[config.mk]
export PLATFORM = sky130hd
export DESIGN_NAME = sprite_line_rle_decoder_flat
export DESIGN_NICKNAME = d
export VERILOG_FILES = /design/src/rld_pkg.sv /design/src/rld_if.sv /design/src/sprite_line_rle_decoder.sv /design/src/rld_take.sv /design/src/rld_emit.sv /design/src/flat_wrapper.sv
export SDC_FILE = /design/constraint.sdc
export NUM_CORES = 1
export LEC_CHECK = 0
export BUFFER_PORTS_ARGS = -buffer_cell sky130_fd_sc_hd__buf_2
export CELL_PAD_IN_SITES_DETAIL_PLACEMENT = 1
export CELL_PAD_IN_SITES_GLOBAL_PLACEMENT = 2
export CORE_UTILIZATION = 32
export DETAILED_ROUTE_END_ITERATION = 8
export PLACE_DENSITY = 0.68
export SLEW_MARGIN = 20
export SYNTH_ARGS = -nofsm -noshare
export SYNTH_HDL_FRONTEND = slang
export SYNTH_SLANG_ARGS = --single-unit
export TNS_END_PERCENT = 100
[constraint.sdc]
create_clock -name clk -period 4.3 [get_ports clk]
set_input_delay 0.86 -clock clk [delete_from_list [all_inputs] [get_ports clk]]
set_output_delay 0.86 -clock clk [all_outputs]
set_load 0.01 [all_outputs]
[src/rld_pkg.sv]
// Shared types, constants and helpers for the sprite line run-length decoder.
// No dependencies; every other file refers to this package by scoped names.
package rld_pkg;

	localparam int MAX_PIXELS = 512;
	localparam int PIX_W      = $clog2(MAX_PIXELS + 1);
	localparam int COUNT_W    = 10;
	localparam int PIXEL_W    = 4;
	localparam int BPP_W      = 3;
	localparam int LEFT_W     = 11;
	localparam int BUF_W      = 12;
	localparam int FILL_W     = 4;
	localparam int REM_W      = 5;
	localparam int RES_LIMIT  = 40;
	localparam int RES_W      = $clog2(RES_LIMIT + 1);
	localparam int CFG_IDX_W  = 2;
	localparam int CFG_DATA_W = 3;

	localparam logic [CFG_IDX_W-1:0] REG_BPP     = CFG_IDX_W'(0);
	localparam logic [CFG_IDX_W-1:0] REG_LITERAL = CFG_IDX_W'(1);
	localparam logic [BPP_W-1:0]     BPP_RESET   = BPP_W'(4);

	localparam logic KIND_PIXEL   = 1'b0;
	localparam logic KIND_SUMMARY = 1'b1;

	typedef enum logic [2:0] {
		ST_IDLE,
		ST_RUN,
		ST_REPEAT,
		ST_END,
		ST_CLOSE
	} ctrl_state_t;

	typedef enum logic [1:0] {
		PH_FLAG,
		PH_COUNT,
		PH_LIT,
		PH_REP
	} phase_t;

	typedef struct packed {
		logic               kind;
		logic [PIXEL_W-1:0] pixel;
		logic [COUNT_W-1:0] pixel_count;
	} res_t;

	typedef struct packed {
		res_t res;
		logic last_of_run;
	} out_t;

	typedef struct packed {
		logic push;
		logic close;
		res_t res;
	} emit_req_t;

	typedef struct packed {
		logic push_ready;
		logic close_ready;
	} emit_stat_t;

	typedef struct packed {
		logic [BPP_W-1:0]  n;
		logic [BUF_W-1:0]  bits;
		logic [FILL_W-1:0] fill;
		logic [LEFT_W-1:0] left;
	} take_req_t;

	typedef struct packed {
		logic               avail;
		logic [PIXEL_W-1:0] value;
		logic [FILL_W-1:0]  fill;
		logic [LEFT_W-1:0]  left;
	} take_rsp_t;

	function automatic logic [BPP_W-1:0] pixel_width(input logic [BPP_W-1:0] bpp);
		if (bpp == BPP_W'(0))
			return BPP_W'(1);
		if (bpp > BPP_W'(4))
			return BPP_W'(4);
		return bpp;
	endfunction

endpackage

[src/rld_if.sv]
// Channel interfaces for the decoder: input bytes, results and register writes.
// Depends on rld_pkg for field widths.
interface rld_in_if;
	logic                     valid;
	logic                     ready;
	logic                     start_of_line;
	logic [7:0]               line_bytes;
	logic [7:0]               data_byte;

	modport source (output valid, start_of_line, line_bytes, data_byte, input ready);
	modport sink   (input valid, start_of_line, line_bytes, data_byte, output ready);
endinterface

interface rld_out_if;
	logic                             valid;
	logic                             ready;
	logic                             kind;
	logic [rld_pkg::PIXEL_W-1:0]      pixel;
	logic [rld_pkg::COUNT_W-1:0]      pixel_count;
	logic                             last_of_run;

	modport source (output valid, kind, pixel, pixel_count, last_of_run, input ready);
	modport sink   (input valid, kind, pixel, pixel_count, last_of_run, output ready);
endinterface

interface rld_cfg_if;
	logic                             valid;
	logic                             ready;
	logic [rld_pkg::CFG_IDX_W-1:0]    index;
	logic [rld_pkg::CFG_DATA_W-1:0]   data;

	modport source (output valid, index, data, input ready);
	modport sink   (input valid, index, data, output ready);
endinterface

[src/sprite_line_rle_decoder.sv]
// Sprite line decoder: one byte per input transaction. A sequencer then runs the decode one
// step per cycle, unless the result stage stalls it, through the single shared bit extractor
// (packet flag, packet count, literal pixel, repeat value; raw pixels in literal mode), emits
// each repeated pixel of a run and then leaves the run; at the end of a line it writes the
// line summary, then closes the transaction. Input is ready again the cycle after the close.
// A byte with no open line is taken in the idle state and not decoded.
module sprite_line_rle_decoder (
	input  logic        clk,
	input  logic        arst_n,
	rld_in_if.sink      in_ch,
	rld_cfg_if.sink     cfg_ch,
	rld_out_if.source   out_ch
);

	logic [rld_pkg::BPP_W-1:0]   bpp_q;
	logic                        lit_q;

	rld_pkg::ctrl_state_t        state_q, state_n;
	rld_pkg::phase_t             phase_q, phase_n;
	logic [rld_pkg::BUF_W-1:0]   bits_q, bits_n;
	logic [rld_pkg::FILL_W-1:0]  fill_q, fill_n;
	logic [rld_pkg::LEFT_W-1:0]  left_q, left_n;
	logic [rld_pkg::PIX_W-1:0]   pix_q, pix_n;
	logic                        pkt_lit_q, pkt_lit_n;
	logic [rld_pkg::REM_W-1:0]   remain_q, remain_n;
	logic                        active_q, active_n;
	logic [rld_pkg::RES_W-1:0]   res_n_q, res_n_n;
	logic [rld_pkg::PIXEL_W-1:0] rep_val_q, rep_val_n;

	logic [rld_pkg::BPP_W-1:0]   w;
	logic                        pix_full;
	logic                        in_ready;
	logic                        emit_pix;
	logic                        emit_sum;
	logic [rld_pkg::PIXEL_W-1:0] emit_val;
	logic                        stall;
	logic                        go_run, go_repeat, go_end, go_close, go_idle;

	rld_pkg::take_req_t          take_req;
	rld_pkg::take_rsp_t          take_rsp;
	rld_pkg::emit_req_t          emit_req;
	rld_pkg::emit_stat_t         emit_stat;

	assign w        = rld_pkg::pixel_width(bpp_q);
	assign pix_full = pix_q >= rld_pkg::PIX_W'(rld_pkg::MAX_PIXELS);

	always_comb begin
		take_req.bits = bits_q;
		take_req.fill = fill_q;
		take_req.left = left_q;
		if (lit_q)
			take_req.n = w;
		else if (phase_q == rld_pkg::PH_FLAG)
			take_req.n = rld_pkg::BPP_W'(1);
		else if (phase_q == rld_pkg::PH_COUNT)
			take_req.n = rld_pkg::BPP_W'(4);
		else
			take_req.n = w;
	end

	rld_take u_take (
		.req (take_req),
		.rsp (take_rsp)
	);

	rld_emit u_emit (
		.clk    (clk),
		.arst_n (arst_n),
		.req    (emit_req),
		.stat   (emit_stat),
		.out_ch (out_ch)
	);

	assign cfg_ch.ready = 1'b1;
	assign in_ch.ready  = in_ready;

	always_ff @(posedge clk or negedge arst_n) begin
		if (!arst_n) begin
			bpp_q <= rld_pkg::BPP_RESET;
			lit_q <= 1'b0;
		end else if (cfg_ch.valid) begin
			unique case (cfg_ch.index)
				rld_pkg::REG_BPP:     bpp_q <= cfg_ch.data;
				rld_pkg::REG_LITERAL: lit_q <= cfg_ch.data[0];
				default: ;
			endcase
		end
	end

	always_comb begin
		bits_n    = bits_q;
		fill_n    = fill_q;
		left_n    = left_q;
		pix_n     = pix_q;
		phase_n   = phase_q;
		pkt_lit_n = pkt_lit_q;
		remain_n  = remain_q;
		active_n  = active_q;
		res_n_n   = res_n_q;
		rep_val_n = rep_val_q;
		in_ready  = 1'b0;
		emit_pix  = 1'b0;
		emit_sum  = 1'b0;
		emit_val  = '0;
		go_run    = 1'b0;
		go_repeat = 1'b0;
		go_end    = 1'b0;
		go_close  = 1'b0;
		go_idle   = 1'b0;
		emit_req  = '0;

		unique case (state_q)
			rld_pkg::ST_IDLE: begin
				in_ready = 1'b1;
				if (in_ch.valid) begin
					if (in_ch.start_of_line) begin
						bits_n    = '0;
						fill_n    = '0;
						left_n    = {in_ch.line_bytes, 3'b000};
						pix_n     = '0;
						phase_n   = rld_pkg::PH_FLAG;
						pkt_lit_n = 1'b0;
						remain_n  = '0;
						active_n  = 1'b1;
					end
					res_n_n = '0;
					if (active_n && ({1'b0, left_n} >= (12'(fill_n) + 12'd8))) begin
						bits_n = {bits_n[rld_pkg::BUF_W-9:0], in_ch.data_byte};
						fill_n = fill_n + rld_pkg::FILL_W'(8);
					end
					go_run = active_n;
				end
			end
			rld_pkg::ST_RUN: begin
				if (lit_q) begin
					if (pix_full || left_q < rld_pkg::LEFT_W'(w)) begin
						go_end = 1'b1;
					end else if (left_q == rld_pkg::LEFT_W'(w)) begin
						emit_pix = 1'b1;
						go_end   = 1'b1;
					end else if (!take_rsp.avail) begin
						go_close = 1'b1;
					end else begin
						emit_pix = 1'b1;
						emit_val = take_rsp.value;
						fill_n   = take_rsp.fill;
						left_n   = take_rsp.left;
					end
				end else begin
					unique case (phase_q)
						rld_pkg::PH_FLAG: begin
							if (pix_full) begin
								go_end = 1'b1;
							end else if (!take_rsp.avail) begin
								go_close = 1'b1;
							end else begin
								fill_n    = take_rsp.fill;
								left_n    = take_rsp.left;
								pkt_lit_n = take_rsp.value[0];
								phase_n   = rld_pkg::PH_COUNT;
							end
						end
						rld_pkg::PH_COUNT: begin
							if (!take_rsp.avail) begin
								go_close = 1'b1;
							end else begin
								fill_n = take_rsp.fill;
								left_n = take_rsp.left;
								if (!pkt_lit_q && take_rsp.value == '0) begin
									go_end = 1'b1;
								end else begin
									remain_n = {1'b0, take_rsp.value} + rld_pkg::REM_W'(1);
									phase_n  = pkt_lit_q ? rld_pkg::PH_LIT : rld_pkg::PH_REP;
								end
							end
						end
						rld_pkg::PH_LIT: begin
							if (remain_q == '0 || pix_full) begin
								phase_n = rld_pkg::PH_FLAG;
							end else if (!take_rsp.avail) begin
								go_close = 1'b1;
							end else begin
								fill_n   = take_rsp.fill;
								left_n   = take_rsp.left;
								emit_pix = 1'b1;
								emit_val = take_rsp.value;
								remain_n = remain_q - rld_pkg::REM_W'(1);
							end
						end
						rld_pkg::PH_REP: begin
							if (!take_rsp.avail) begin
								go_close = 1'b1;
							end else begin
								fill_n    = take_rsp.fill;
								left_n    = take_rsp.left;
								rep_val_n = take_rsp.value;
								go_repeat = 1'b1;
							end
						end
						default: ;
					endcase
				end
			end
			rld_pkg::ST_REPEAT: begin
				if (remain_q != '0 && !pix_full) begin
					emit_pix = 1'b1;
					emit_val = rep_val_q;
					remain_n = remain_q - rld_pkg::REM_W'(1);
				end else begin
					remain_n = '0;
					phase_n  = rld_pkg::PH_FLAG;
					go_run   = 1'b1;
				end
			end
			rld_pkg::ST_END: begin
				emit_sum = 1'b1;
				active_n = 1'b0;
				go_close = 1'b1;
			end
			rld_pkg::ST_CLOSE: begin
				emit_req.close = 1'b1;
				go_idle        = emit_stat.close_ready;
			end
			default: ;
		endcase

		if (emit_pix && res_n_q < rld_pkg::RES_W'(rld_pkg::RES_LIMIT - 1)) begin
			pix_n                     = pix_q + rld_pkg::PIX_W'(1);
			res_n_n                   = res_n_q + rld_pkg::RES_W'(1);
			emit_req.push             = 1'b1;
			emit_req.res.kind         = rld_pkg::KIND_PIXEL;
			emit_req.res.pixel        = emit_val;
			emit_req.res.pixel_count  = rld_pkg::COUNT_W'(pix_n);
		end
		if (emit_sum && res_n_q < rld_pkg::RES_W'(rld_pkg::RES_LIMIT)) begin
			res_n_n                   = res_n_q + rld_pkg::RES_W'(1);
			emit_req.push             = 1'b1;
			emit_req.res.kind         = rld_pkg::KIND_SUMMARY;
			emit_req.res.pixel        = '0;
			emit_req.res.pixel_count  = rld_pkg::COUNT_W'(pix_q);
		end

		stall = emit_req.push && !emit_stat.push_ready;
		if (stall) begin
			bits_n        = bits_q;
			fill_n        = fill_q;
			left_n        = left_q;
			pix_n         = pix_q;
			phase_n       = phase_q;
			pkt_lit_n     = pkt_lit_q;
			remain_n      = remain_q;
			active_n      = active_q;
			res_n_n       = res_n_q;
			rep_val_n     = rep_val_q;
			go_run        = 1'b0;
			go_repeat     = 1'b0;
			go_end        = 1'b0;
			go_close      = 1'b0;
			emit_req.push = 1'b0;
		end
	end

	always_comb begin
		state_n = state_q;
		unique case (state_q)
			rld_pkg::ST_IDLE: begin
				if (go_run)
					state_n = rld_pkg::ST_RUN;
			end
			rld_pkg::ST_RUN: begin
				if (go_end)
					state_n = rld_pkg::ST_END;
				else if (go_repeat)
					state_n = rld_pkg::ST_REPEAT;
				else if (go_close)
					state_n = rld_pkg::ST_CLOSE;
			end
			rld_pkg::ST_REPEAT: begin
				if (go_run)
					state_n = rld_pkg::ST_RUN;
			end
			rld_pkg::ST_END: begin
				if (go_close)
					state_n = rld_pkg::ST_CLOSE;
			end
			rld_pkg::ST_CLOSE: begin
				if (go_idle)
					state_n = rld_pkg::ST_IDLE;
			end
			default: state_n = rld_pkg::ST_IDLE;
		endcase
	end

	always_ff @(posedge clk or negedge arst_n) begin
		if (!arst_n) begin
			state_q   <= rld_pkg::ST_IDLE;
			phase_q   <= rld_pkg::PH_FLAG;
			bits_q    <= '0;
			fill_q    <= '0;
			left_q    <= '0;
			pix_q     <= '0;
			pkt_lit_q <= 1'b0;
			remain_q  <= '0;
			active_q  <= 1'b0;
			res_n_q   <= '0;
		end else begin
			state_q   <= state_n;
			phase_q   <= phase_n;
			bits_q    <= bits_n;
			fill_q    <= fill_n;
			left_q    <= left_n;
			pix_q     <= pix_n;
			pkt_lit_q <= pkt_lit_n;
			remain_q  <= remain_n;
			active_q  <= active_n;
			res_n_q   <= res_n_n;
		end
	end

	always_ff @(posedge clk) begin
		rep_val_q <= rep_val_n;
	end

	a_fill_bound: assert property (@(posedge clk) disable iff (!arst_n)
		fill_q <= rld_pkg::FILL_W'(rld_pkg::BUF_W))
		else $error("bit buffer overfilled");

	a_pix_bound: assert property (@(posedge clk) disable iff (!arst_n)
		pix_q <= rld_pkg::PIX_W'(rld_pkg::MAX_PIXELS))
		else $error("pixel count beyond limit");

	a_repeat_phase: assert property (@(posedge clk) disable iff (!arst_n)
		(state_q == rld_pkg::ST_REPEAT) |-> (phase_q == rld_pkg::PH_REP))
		else $error("repeat run outside repeat packet");

	a_res_bound: assert property (@(posedge clk) disable iff (!arst_n)
		res_n_q <= rld_pkg::RES_W'(rld_pkg::RES_LIMIT))
		else $error("too many results in one transaction");

endmodule

[src/rld_take.sv]
// Shared bit extractor: reads n bits MSB first from the bit buffer.
// Depends on rld_pkg; answers zero without consuming near the end of the line.
module rld_take (
	input  rld_pkg::take_req_t req,
	output rld_pkg::take_rsp_t rsp
);

	logic                             zero_read;
	logic                             short_fill;
	logic [rld_pkg::FILL_W-1:0]       shift;
	logic [rld_pkg::BUF_W-1:0]        shifted;
	logic [rld_pkg::PIXEL_W-1:0]      mask;

	assign zero_read  = req.left <= rld_pkg::LEFT_W'(req.n);
	assign short_fill = req.fill < rld_pkg::FILL_W'(req.n);
	assign shift      = req.fill - rld_pkg::FILL_W'(req.n);
	assign shifted    = req.bits >> shift;
	assign mask       = rld_pkg::PIXEL_W'((5'd1 << req.n) - 5'd1);

	always_comb begin
		rsp.avail = zero_read || !short_fill;
		rsp.value = zero_read ? '0 : (shifted[rld_pkg::PIXEL_W-1:0] & mask);
		if (zero_read || short_fill) begin
			rsp.fill = req.fill;
			rsp.left = req.left;
		end else begin
			rsp.fill = shift;
			rsp.left = req.left - rld_pkg::LEFT_W'(req.n);
		end
	end

endmodule

[src/rld_emit.sv]
// Result stage: holds the newest result until the next one or the end of the
// transaction decides last_of_run, then loads the output register. Uses rld_pkg.
module rld_emit (
	input  logic                   clk,
	input  logic                   arst_n,
	input  rld_pkg::emit_req_t     req,
	output rld_pkg::emit_stat_t    stat,
	rld_out_if.source              out_ch
);

	logic          hold_valid_q;
	rld_pkg::res_t hold_q;
	logic          out_valid_q;
	rld_pkg::out_t out_q;
	logic          out_free;
	logic          push_fire;
	logic          close_fire;
	logic          out_load;

	assign out_free         = !out_valid_q || out_ch.ready;
	assign stat.push_ready  = !hold_valid_q || out_free;
	assign stat.close_ready = !hold_valid_q || out_free;
	assign push_fire        = req.push && stat.push_ready;
	assign close_fire       = req.close && stat.close_ready;
	assign out_load         = hold_valid_q && (push_fire || close_fire);

	always_ff @(posedge clk or negedge arst_n) begin
		if (!arst_n) begin
			hold_valid_q <= 1'b0;
			out_valid_q  <= 1'b0;
		end else begin
			if (push_fire)
				hold_valid_q <= 1'b1;
			else if (close_fire)
				hold_valid_q <= 1'b0;
			if (out_load)
				out_valid_q <= 1'b1;
			else if (out_ch.ready)
				out_valid_q <= 1'b0;
		end
	end

	always_ff @(posedge clk) begin
		if (push_fire)
			hold_q <= req.res;
		if (out_load) begin
			out_q.res         <= hold_q;
			out_q.last_of_run <= close_fire;
		end
	end

	assign out_ch.valid       = out_valid_q;
	assign out_ch.kind        = out_q.res.kind;
	assign out_ch.pixel       = out_q.res.pixel;
	assign out_ch.pixel_count = out_q.res.pixel_count;
	assign out_ch.last_of_run = out_q.last_of_run;

	a_close_empties: assert property (@(posedge clk) disable iff (!arst_n)
		close_fire |=> !hold_valid_q)
		else $error("result hold not empty after close");

	a_push_not_last: assert property (@(posedge clk) disable iff (!arst_n)
		(push_fire && hold_valid_q) |=> (out_valid_q && !out_q.last_of_run))
		else $error("displaced result marked last");

	a_close_last: assert property (@(posedge clk) disable iff (!arst_n)
		(close_fire && hold_valid_q) |=> (out_valid_q && out_q.last_of_run))
		else $error("closing result not marked last");

endmodule
[src/flat_wrapper.sv]
// flat-port wrapper written by rule: the top's interface ports become plain ports
module sprite_line_rle_decoder_flat 
  (clk, arst_n, in_ch_valid, in_ch_start_of_line, in_ch_line_bytes, in_ch_data_byte, in_ch_ready, cfg_ch_valid, cfg_ch_index, cfg_ch_data, cfg_ch_ready, out_ch_valid, out_ch_kind, out_ch_pixel, out_ch_pixel_count, out_ch_last_of_run, out_ch_ready);
  rld_in_if in_ch_i ();
  rld_cfg_if cfg_ch_i ();
  rld_out_if out_ch_i ();
  input  logic clk;
  input  logic arst_n;
  input wire logic [$bits(in_ch_i.valid)-1:0] in_ch_valid;
  input wire logic [$bits(in_ch_i.start_of_line)-1:0] in_ch_start_of_line;
  input wire logic [$bits(in_ch_i.line_bytes)-1:0] in_ch_line_bytes;
  input wire logic [$bits(in_ch_i.data_byte)-1:0] in_ch_data_byte;
  output wire logic [$bits(in_ch_i.ready)-1:0] in_ch_ready;
  input wire logic [$bits(cfg_ch_i.valid)-1:0] cfg_ch_valid;
  input wire logic [$bits(cfg_ch_i.index)-1:0] cfg_ch_index;
  input wire logic [$bits(cfg_ch_i.data)-1:0] cfg_ch_data;
  output wire logic [$bits(cfg_ch_i.ready)-1:0] cfg_ch_ready;
  output wire logic [$bits(out_ch_i.valid)-1:0] out_ch_valid;
  output wire logic [$bits(out_ch_i.kind)-1:0] out_ch_kind;
  output wire logic [$bits(out_ch_i.pixel)-1:0] out_ch_pixel;
  output wire logic [$bits(out_ch_i.pixel_count)-1:0] out_ch_pixel_count;
  output wire logic [$bits(out_ch_i.last_of_run)-1:0] out_ch_last_of_run;
  input wire logic [$bits(out_ch_i.ready)-1:0] out_ch_ready;
  assign in_ch_i.valid = in_ch_valid;
  assign in_ch_i.start_of_line = in_ch_start_of_line;
  assign in_ch_i.line_bytes = in_ch_line_bytes;
  assign in_ch_i.data_byte = in_ch_data_byte;
  assign in_ch_ready = in_ch_i.ready;
  assign cfg_ch_i.valid = cfg_ch_valid;
  assign cfg_ch_i.index = cfg_ch_index;
  assign cfg_ch_i.data = cfg_ch_data;
  assign cfg_ch_ready = cfg_ch_i.ready;
  assign out_ch_valid = out_ch_i.valid;
  assign out_ch_kind = out_ch_i.kind;
  assign out_ch_pixel = out_ch_i.pixel;
  assign out_ch_pixel_count = out_ch_i.pixel_count;
  assign out_ch_last_of_run = out_ch_i.last_of_run;
  assign out_ch_i.ready = out_ch_ready;
  sprite_line_rle_decoder u_core (.clk(clk), .arst_n(arst_n), .in_ch(in_ch_i), .cfg_ch(cfg_ch_i), .out_ch(out_ch_i));
endmodule
==> reports/results.ini, run 1 <==
[logic_synthesis]
synthesis.area_sq_um = 5750
ys.flop_type = dfrtp_1
yosys.area.top_type = dfrtp_1
yosys-top-cells-area = dfrtp_1, edfxtp_1, ha_1
ys_ff_latch = 96
synthArstFlopShare = 0.635
synth_most_common_cell = dfrtp_1
ys_top_cells_by_count = dfrtp_1, nand2_1, nor2_1, o21ai_0, edfxtp_1
synth_edf_count = 35
syn-instance-count = 599
synth_cell_types = 83
synth_top_area_frac = 0.261
yosysSeqAreaShare = 0.448
syn_avg_cell_area_sq_um = 9.60
synth-warning-count = 0

[setup_path]
critPathMostFrequentCell = ha_1
cp_slowest_cell = or2_2
worst_ep_arrival_time_ns = 4.27
crit_chain = or2_2 -> mux2i_1 -> ha_1 -> a31o_2 -> or3_4 -> a211o_1 -> a31oi_1 -> and2_2 -> inv_1 -> ha_1 -> nand2_1 -> o31ai_2 -> a211oi_2 -> mux2_2
start_kind = flip-flop
cp_max_fo = 9
cpPeakStageDelay_ns = 0.39
critPathTopFamily = compound AO/OA/AOI/OAI gates
crit_buf_inv = 1
crit_path_end_kind = flip-flop
cp_data_required_time_ns = 4.54
criticalPathCategory = flip-flop to flip-flop

[routing]
vias = 4774
vias_per_cell = 5.46
wire_per_inst_um = 18.0
ant_nets = 0
wl_mm = 15.8
first_pass_iters = 4
drt_iter0_markers = 234
drc_errors = 0

[sta]
setup_viol = 0
rsz0062_at_grt = no
tightest_slew_ns = 0.770
finalCriticalPeriod_ns = 4.03
finClkSkew_ns = 0.00769
hold_viol_final = 0
fin_worst_hold_slack_ns = 0.422
clock.fmax_ghz = 0.248
slew_headroom = 0.485
maxSlewViolCount = 0
post-route-period-util = 0.938

[hold_path]
min_path_type = flip-flop to flip-flop

[clock_tree]
cts_buffers = 9
root_buffer = clkbuf_16
clk_path_buf_depth = 2
clkTransAtPathRegs_ns = 0.08
numClockSinks = 96
cts_tree = built
clk_latency_ns = 0.36
hold_buffers = 0
ctsHtreeMaxLevel = 3

[placed_design]
placed_cell_area_sq_um = 6260
portBuffers = 44
dp_hpwl_mm = 11.7
routabilityCongestion = 0.817

[finish]
area_growth_pct = 15.3
drive_above_1_share = 0.189
nNetsFinal = 693
fin_area_sq_um = 6630
diodes = 0

[flow_run]
max_cap_violations = 0

[global_route]
grt_max_degree = 29
grtUsageTotal = 0.179
grt-ovfl-total = 0
antenna_found_initial = 0
grt_pass1_wl_mm = 25.5
grt_pass1_vias = 4809

[status]
status = complete, no violations

[floorplanning]
die_height_um = 136
ioPinCount = 46
dieArea_sq_um = 18500
coreArea_sq_um = 17400
initial_core_util = 0.330
num_rows = 48
chipWidth_um = 136

[pwr]
power.leakage_nw = 2.70
vdd_drop_max_v = 0.000267
power.density_nw_per_um2 = 840

==> cells in the final DEF, fill, tap and decap left out, types with 8 or more instances in the layout <==
master     count
a21oi_1       30
a22o_1        17
buf_2         44
buf_4         23
clkbuf_16      9
dfrtp_1       60
edfxtp_1      35
ha_1          20
inv_1         24
mux2_2         9
mux2i_1        8
nand2_1       56
nand2b_1      15
nand3_1       17
nor2_1        53
nor2b_1        9
nor3_1        15
o21ai_0       51
o31ai_1        8
==> registers in the layout, summed over array words and instances, names as in the netlist, 4 cells and up <==
| signal | count |
|---|---|
| u_core.bits_q | 12 |
| u_core.rep_val_q | 4 |
| u_core.pix_q | 10 |
| u_core.u_emit.hold_q | 15 |
| u_core.fill_q | 4 |
| u_core.remain_q | 5 |
| u_core.left_q | 11 |
| u_core.u_emit.out_ch.pixel_count | 10 |
| u_core.u_emit.out_ch.pixel | 4 |
| u_core.res_n_q | 6 |
==> area by class of cell <==
class | count | area [sq um]
inverter | 25 | 93.8
sequential | 96 | 2580
fill | 2022 | 10800
tap | 225 | 282
timing repair buffer | 67 | 393
clock buffer | 9 | 225
clock inverter | 7 | 97.6
multi-input combinational | 446 | 2960
==> metal layers <==
metal	global-route usage	routed length, um	vias up
met5	0	0	-
met4	0.0648	323	0
met3	0.0302	381	26
met2	0.303	7850	72
met1	0.227	7210	2370
li1	-	-	2306
==> path summary, 6_finish.rpt <==
path	endpoint	slack, ns	start	cells after the start
max	u_core.phase_q[1]$_DFFE_PN0P_	0.27	u_core.phase_q[1]$_DFFE_PN0P_	14
min	u_core.u_emit.out_ch.pixel_count[8]$_DFFE_PP_	0.42	u_core.u_emit.hold_q[8]$_DFFE_PP_	0
max reg2reg	u_core.phase_q[1]$_DFFE_PN0P_	0.27	u_core.phase_q[1]$_DFFE_PN0P_	14
min reg2reg	u_core.u_emit.out_ch.pixel_count[8]$_DFFE_PP_	0.42	u_core.u_emit.hold_q[8]$_DFFE_PP_	0
max in group asynchronous	u_core.fill_q[2]$_DFFE_PN0P_	3.03	arst_n	2
min in group asynchronous	u_core.pix_q[5]$_DFFE_PN0P_	0.47	arst_n	1
==> cell families after synthesis <==
kind of cell,Yosys count,synth area share
DFF,96,0.448
and+or+nand+nor,214,0.185
AOI/OAI and AO/OA,184,0.227
muxes,21,0.0472
other,1,0.000652
xor gates and xnor gates,3,0.00457
buffers and inverters,58,0.0403
adders and majority gates,22,0.0474
==> where the power goes <==
group,total [mW],leakage [nW],internal [mW],switching (mW)
Clock,0.881,0.158,0.471,0.410
Combinational,3.04,1.44,1.22,1.82
Sequential,1.65,1.10,1.37,0.284
Total,5.57,2.70,3.06,2.51
==> stage by stage <==
| step | instances | power [mW] | utilization | TNS (ns) | setup WS [ns] |
|---|---|---|---|---|---|
| after floorplan | 600 | 3.73 | - | 0 | 0.0688 |
| after global placement | 855 | 4.53 | 0.359 | 0 | 0.238 |
| after detailed placement | 855 | 4.63 | 0.359 | -0.0205 | -0.00956 |
| after CTS | 871 | 5.55 | 0.378 | 0 | 0.0961 |
| after global routing | 875 | 6.03 | 0.381 | 0 | 0.0454 |
| final | 875 | 5.57 | 0.381 | 0 | 0.269 |
==> repair_timing <==
action,CTS,global route
cloned,0,0
hold endpoints to repair,0,0
gates resized for setup,1,5
setup buffers,0,4
pin swaps,0,1
setup endpoints to repair,5,7
(Power assumes the default switching activity.)
==> run 2: changes to the inputs <==
- RECOVER_POWER: default -> 50
==> run 2 against run 1 <==
Wire length decreased by 0.18%. Global-route usage stayed put. Critical path type unchanged. Cell count stayed put. Hold slack about the same. The run now ends with capacitance limit, slew limit left. Critical path depth unchanged. Combinational power about the same. Highest routed layer unchanged. Clock power about the same. Sequential share of layout area is 0.18 points higher.
==> reports/results.ini, run 2 (same netlist as run 1, synthesis figures left out) <==
[clock_tree]
clkTransAtPathRegs_ns = 0.08  ; about the same
numClockSinks = 96  ; unchanged
cts_buffers = 9  ; unchanged
root_buffer = clkbuf_16
hold_buffers = 0  ; unchanged
clk_path_buf_depth = 2  ; unchanged
ctsHtreeMaxLevel = 3  ; unchanged
cts_tree = built
clk_latency_ns = 0.36  ; about the same

[pwr]
vdd_drop_max_v = 0.000267  ; about the same
power.density_nw_per_um2 = 841  ; about the same
power.leakage_nw = 2.64  ; -2.4%
totalPowerFinal_mw = 5.55  ; -0.37%

[finish]
n_fill_cell = 2019  ; -0.15%
area_growth_pct = 14.8
fin_area_sq_um = 6600  ; -0.47%
most-common-layout-cells = dfrtp_1, nand2_1, nor2_1
nNetsFinal = 693  ; unchanged
top_regs = u_core.u_emit.hold_q x15, u_core.bits_q x12, u_core.left_q x11
final_util = 0.379  ; -0.00180
drive_above_1_share = 0.154  ; -0.0354
largest_reg_flops = 15  ; unchanged
diodes = 0  ; unchanged
largest-register = u_core.u_emit.hold_q
stdcell_count = 875  ; unchanged
final_common_cell = dfrtp_1

[placed_design]
portBuffers = 44  ; unchanged
placed_cell_area_sq_um = 6260  ; unchanged
dp_cells = 855  ; unchanged
routabilityCongestion = 0.817  ; unchanged
pre_cts_ws_ns = -0.00956  ; unchanged
dp_hpwl_mm = 11.7  ; unchanged

[sta]
finalWorstSetupSlack_ns = 0.268  ; -0.000962 ns
hold_viol_final = 0  ; unchanged
rsz0062_at_grt = no
slew_headroom = -0.0739  ; -0.559
finalCriticalPeriod_ns = 4.03  ; +0.000962 ns
finClkSkew_ns = 0.00718  ; -0.000505 ns
tns_ns = 0  ; unchanged
clock.fmax_ghz = 0.248  ; about the same
maxSlewViolCount = 28  ; +28
fin_worst_hold_slack_ns = 0.422  ; -0.000132 ns
post-route-period-util = 0.938  ; about the same
setup_viol = 0  ; unchanged
tightest_slew_ns = 1.61  ; +0.841 ns

[floorplanning]
initial_core_util = 0.330  ; unchanged
dieArea_sq_um = 18500  ; unchanged
num_rows = 48  ; unchanged
ioPinCount = 46  ; unchanged
coreArea_sq_um = 17400  ; unchanged
die_height_um = 136  ; unchanged
chipWidth_um = 136  ; unchanged

[routing]
wire_per_inst_um = 18.0  ; -0.18%
first_pass_iters = 4  ; unchanged
ant_nets = 0  ; unchanged
drt_iter0_markers = 250  ; +6.8%
vias = 4751  ; -0.48%
vias_per_cell = 5.43  ; -0.48%
wl_mm = 15.7  ; -0.18%
drc_errors = 0  ; unchanged

[global_route]
grtUsageTotal = 0.179  ; unchanged
grt-ovfl-total = 0  ; unchanged
grt_pass1_wl_mm = 25.5  ; unchanged
antenna_found_initial = 0  ; unchanged
grt_pass1_vias = 4809  ; unchanged
grt_max_degree = 29  ; unchanged

[hold_path]
min_path_type = flip-flop to flip-flop
min_from = u_core.u_emit.hold_q[8]$_DFFE_PP_
hold_depth = 0  ; unchanged

[setup_path]
criticalPathCategory = flip-flop to flip-flop
start_kind = flip-flop
ff2ff_setup_slack_ns = 0.27  ; about the same
worst_ep_arrival_time_ns = 4.27  ; about the same
r2r_start = u_core.phase_q[1]$_DFFE_PN0P_
cp_max_fo = 9  ; unchanged
cp_data_required_time_ns = 4.54  ; about the same
r2r_cells = 14  ; unchanged
crit_path_end_kind = flip-flop
startpoint = u_core.phase_q[1]$_DFFE_PN0P_

[status]
violations = capacitance limit, slew limit
status = finished with violations

[flow_run]
max_cap_violations = 1  ; +1

[run 2: changes by cell type in the layout (fill, tap and decap cells not counted), sizes merged]
cell,delta
buf,-21
clkbuf,+21
[run 2: what timing repair did]
action | in CTS | in global routing
endpoints found under the setup margin | 5 | 7
gates resized for setup | 1 | 5
pin swaps | 0 | 1
buffers inserted | 0 | 4
[run 2: metal layers]
| metal | wire (um) | up-vias | part of all wire | GRT usage |
|---|---|---|---|---|
| li1 | - | 2309 | - | - |
| met1 | 7270 | 2348 | 0.46 | 0.227 |
| met2 | 7760 | 68 | 0.49 | 0.303 |
| met3 | 378 | 26 | 0.024 | 0.0302 |
| met4 | 323 | 0 | 0.021 | 0.0648 |
| met5 | 0 | - | 0 | 0 |
[run 2: critical path, cell delays in order, from the launching register on]
cell and delay (ns):
dfrtp_1 0.38, or2_2 0.39, mux2i_1 0.32, ha_1 0.35, a31o_2 0.23, or3_4 0.37
a211o_1 0.31, a31oi_1 0.24, and2_2 0.24, inv_1 0.05, ha_1 0.17, nand2_1 0.09
o31ai_2 0.10, a211oi_2 0.30, mux2_2 0.36
[run 2: worst paths after layout]
check                                                                end
max                                        u_core.phase_q[1]$_DFFE_PN0P_
min                        u_core.u_emit.out_ch.pixel_count[8]$_DFFE_PP_
max reg2reg                                u_core.phase_q[1]$_DFFE_PN0P_
min reg2reg                u_core.u_emit.out_ch.pixel_count[8]$_DFFE_PP_
max in group asynchronous                  u_core.bits_q[10]$_DFFE_PN0P_
min in group asynchronous                    u_core.pix_q[5]$_DFFE_PN0P_
[run 2: power by group]
part           internal (mW)  switching (mW)  total (mW)
Clock                  0.471           0.410       0.881
Combinational           1.20            1.81        3.01
Sequential              1.37           0.287        1.66
[run 2: layout make-up]
| cell class | count | area (sq um) | share of cell area |
|---|---|---|---|
| clock buffer | 9 | 225 | 0.0341 |
| clock inverter | 7 | 97.6 | 0.0148 |
| inverter | 25 | 93.8 | 0.0142 |
| multi-input combinational | 446 | 2960 | 0.449 |
| sequential | 96 | 2580 | 0.391 |
| tap | 225 | 282 | 0.0427 |
| timing repair buffer | 67 | 362 | 0.0548 |
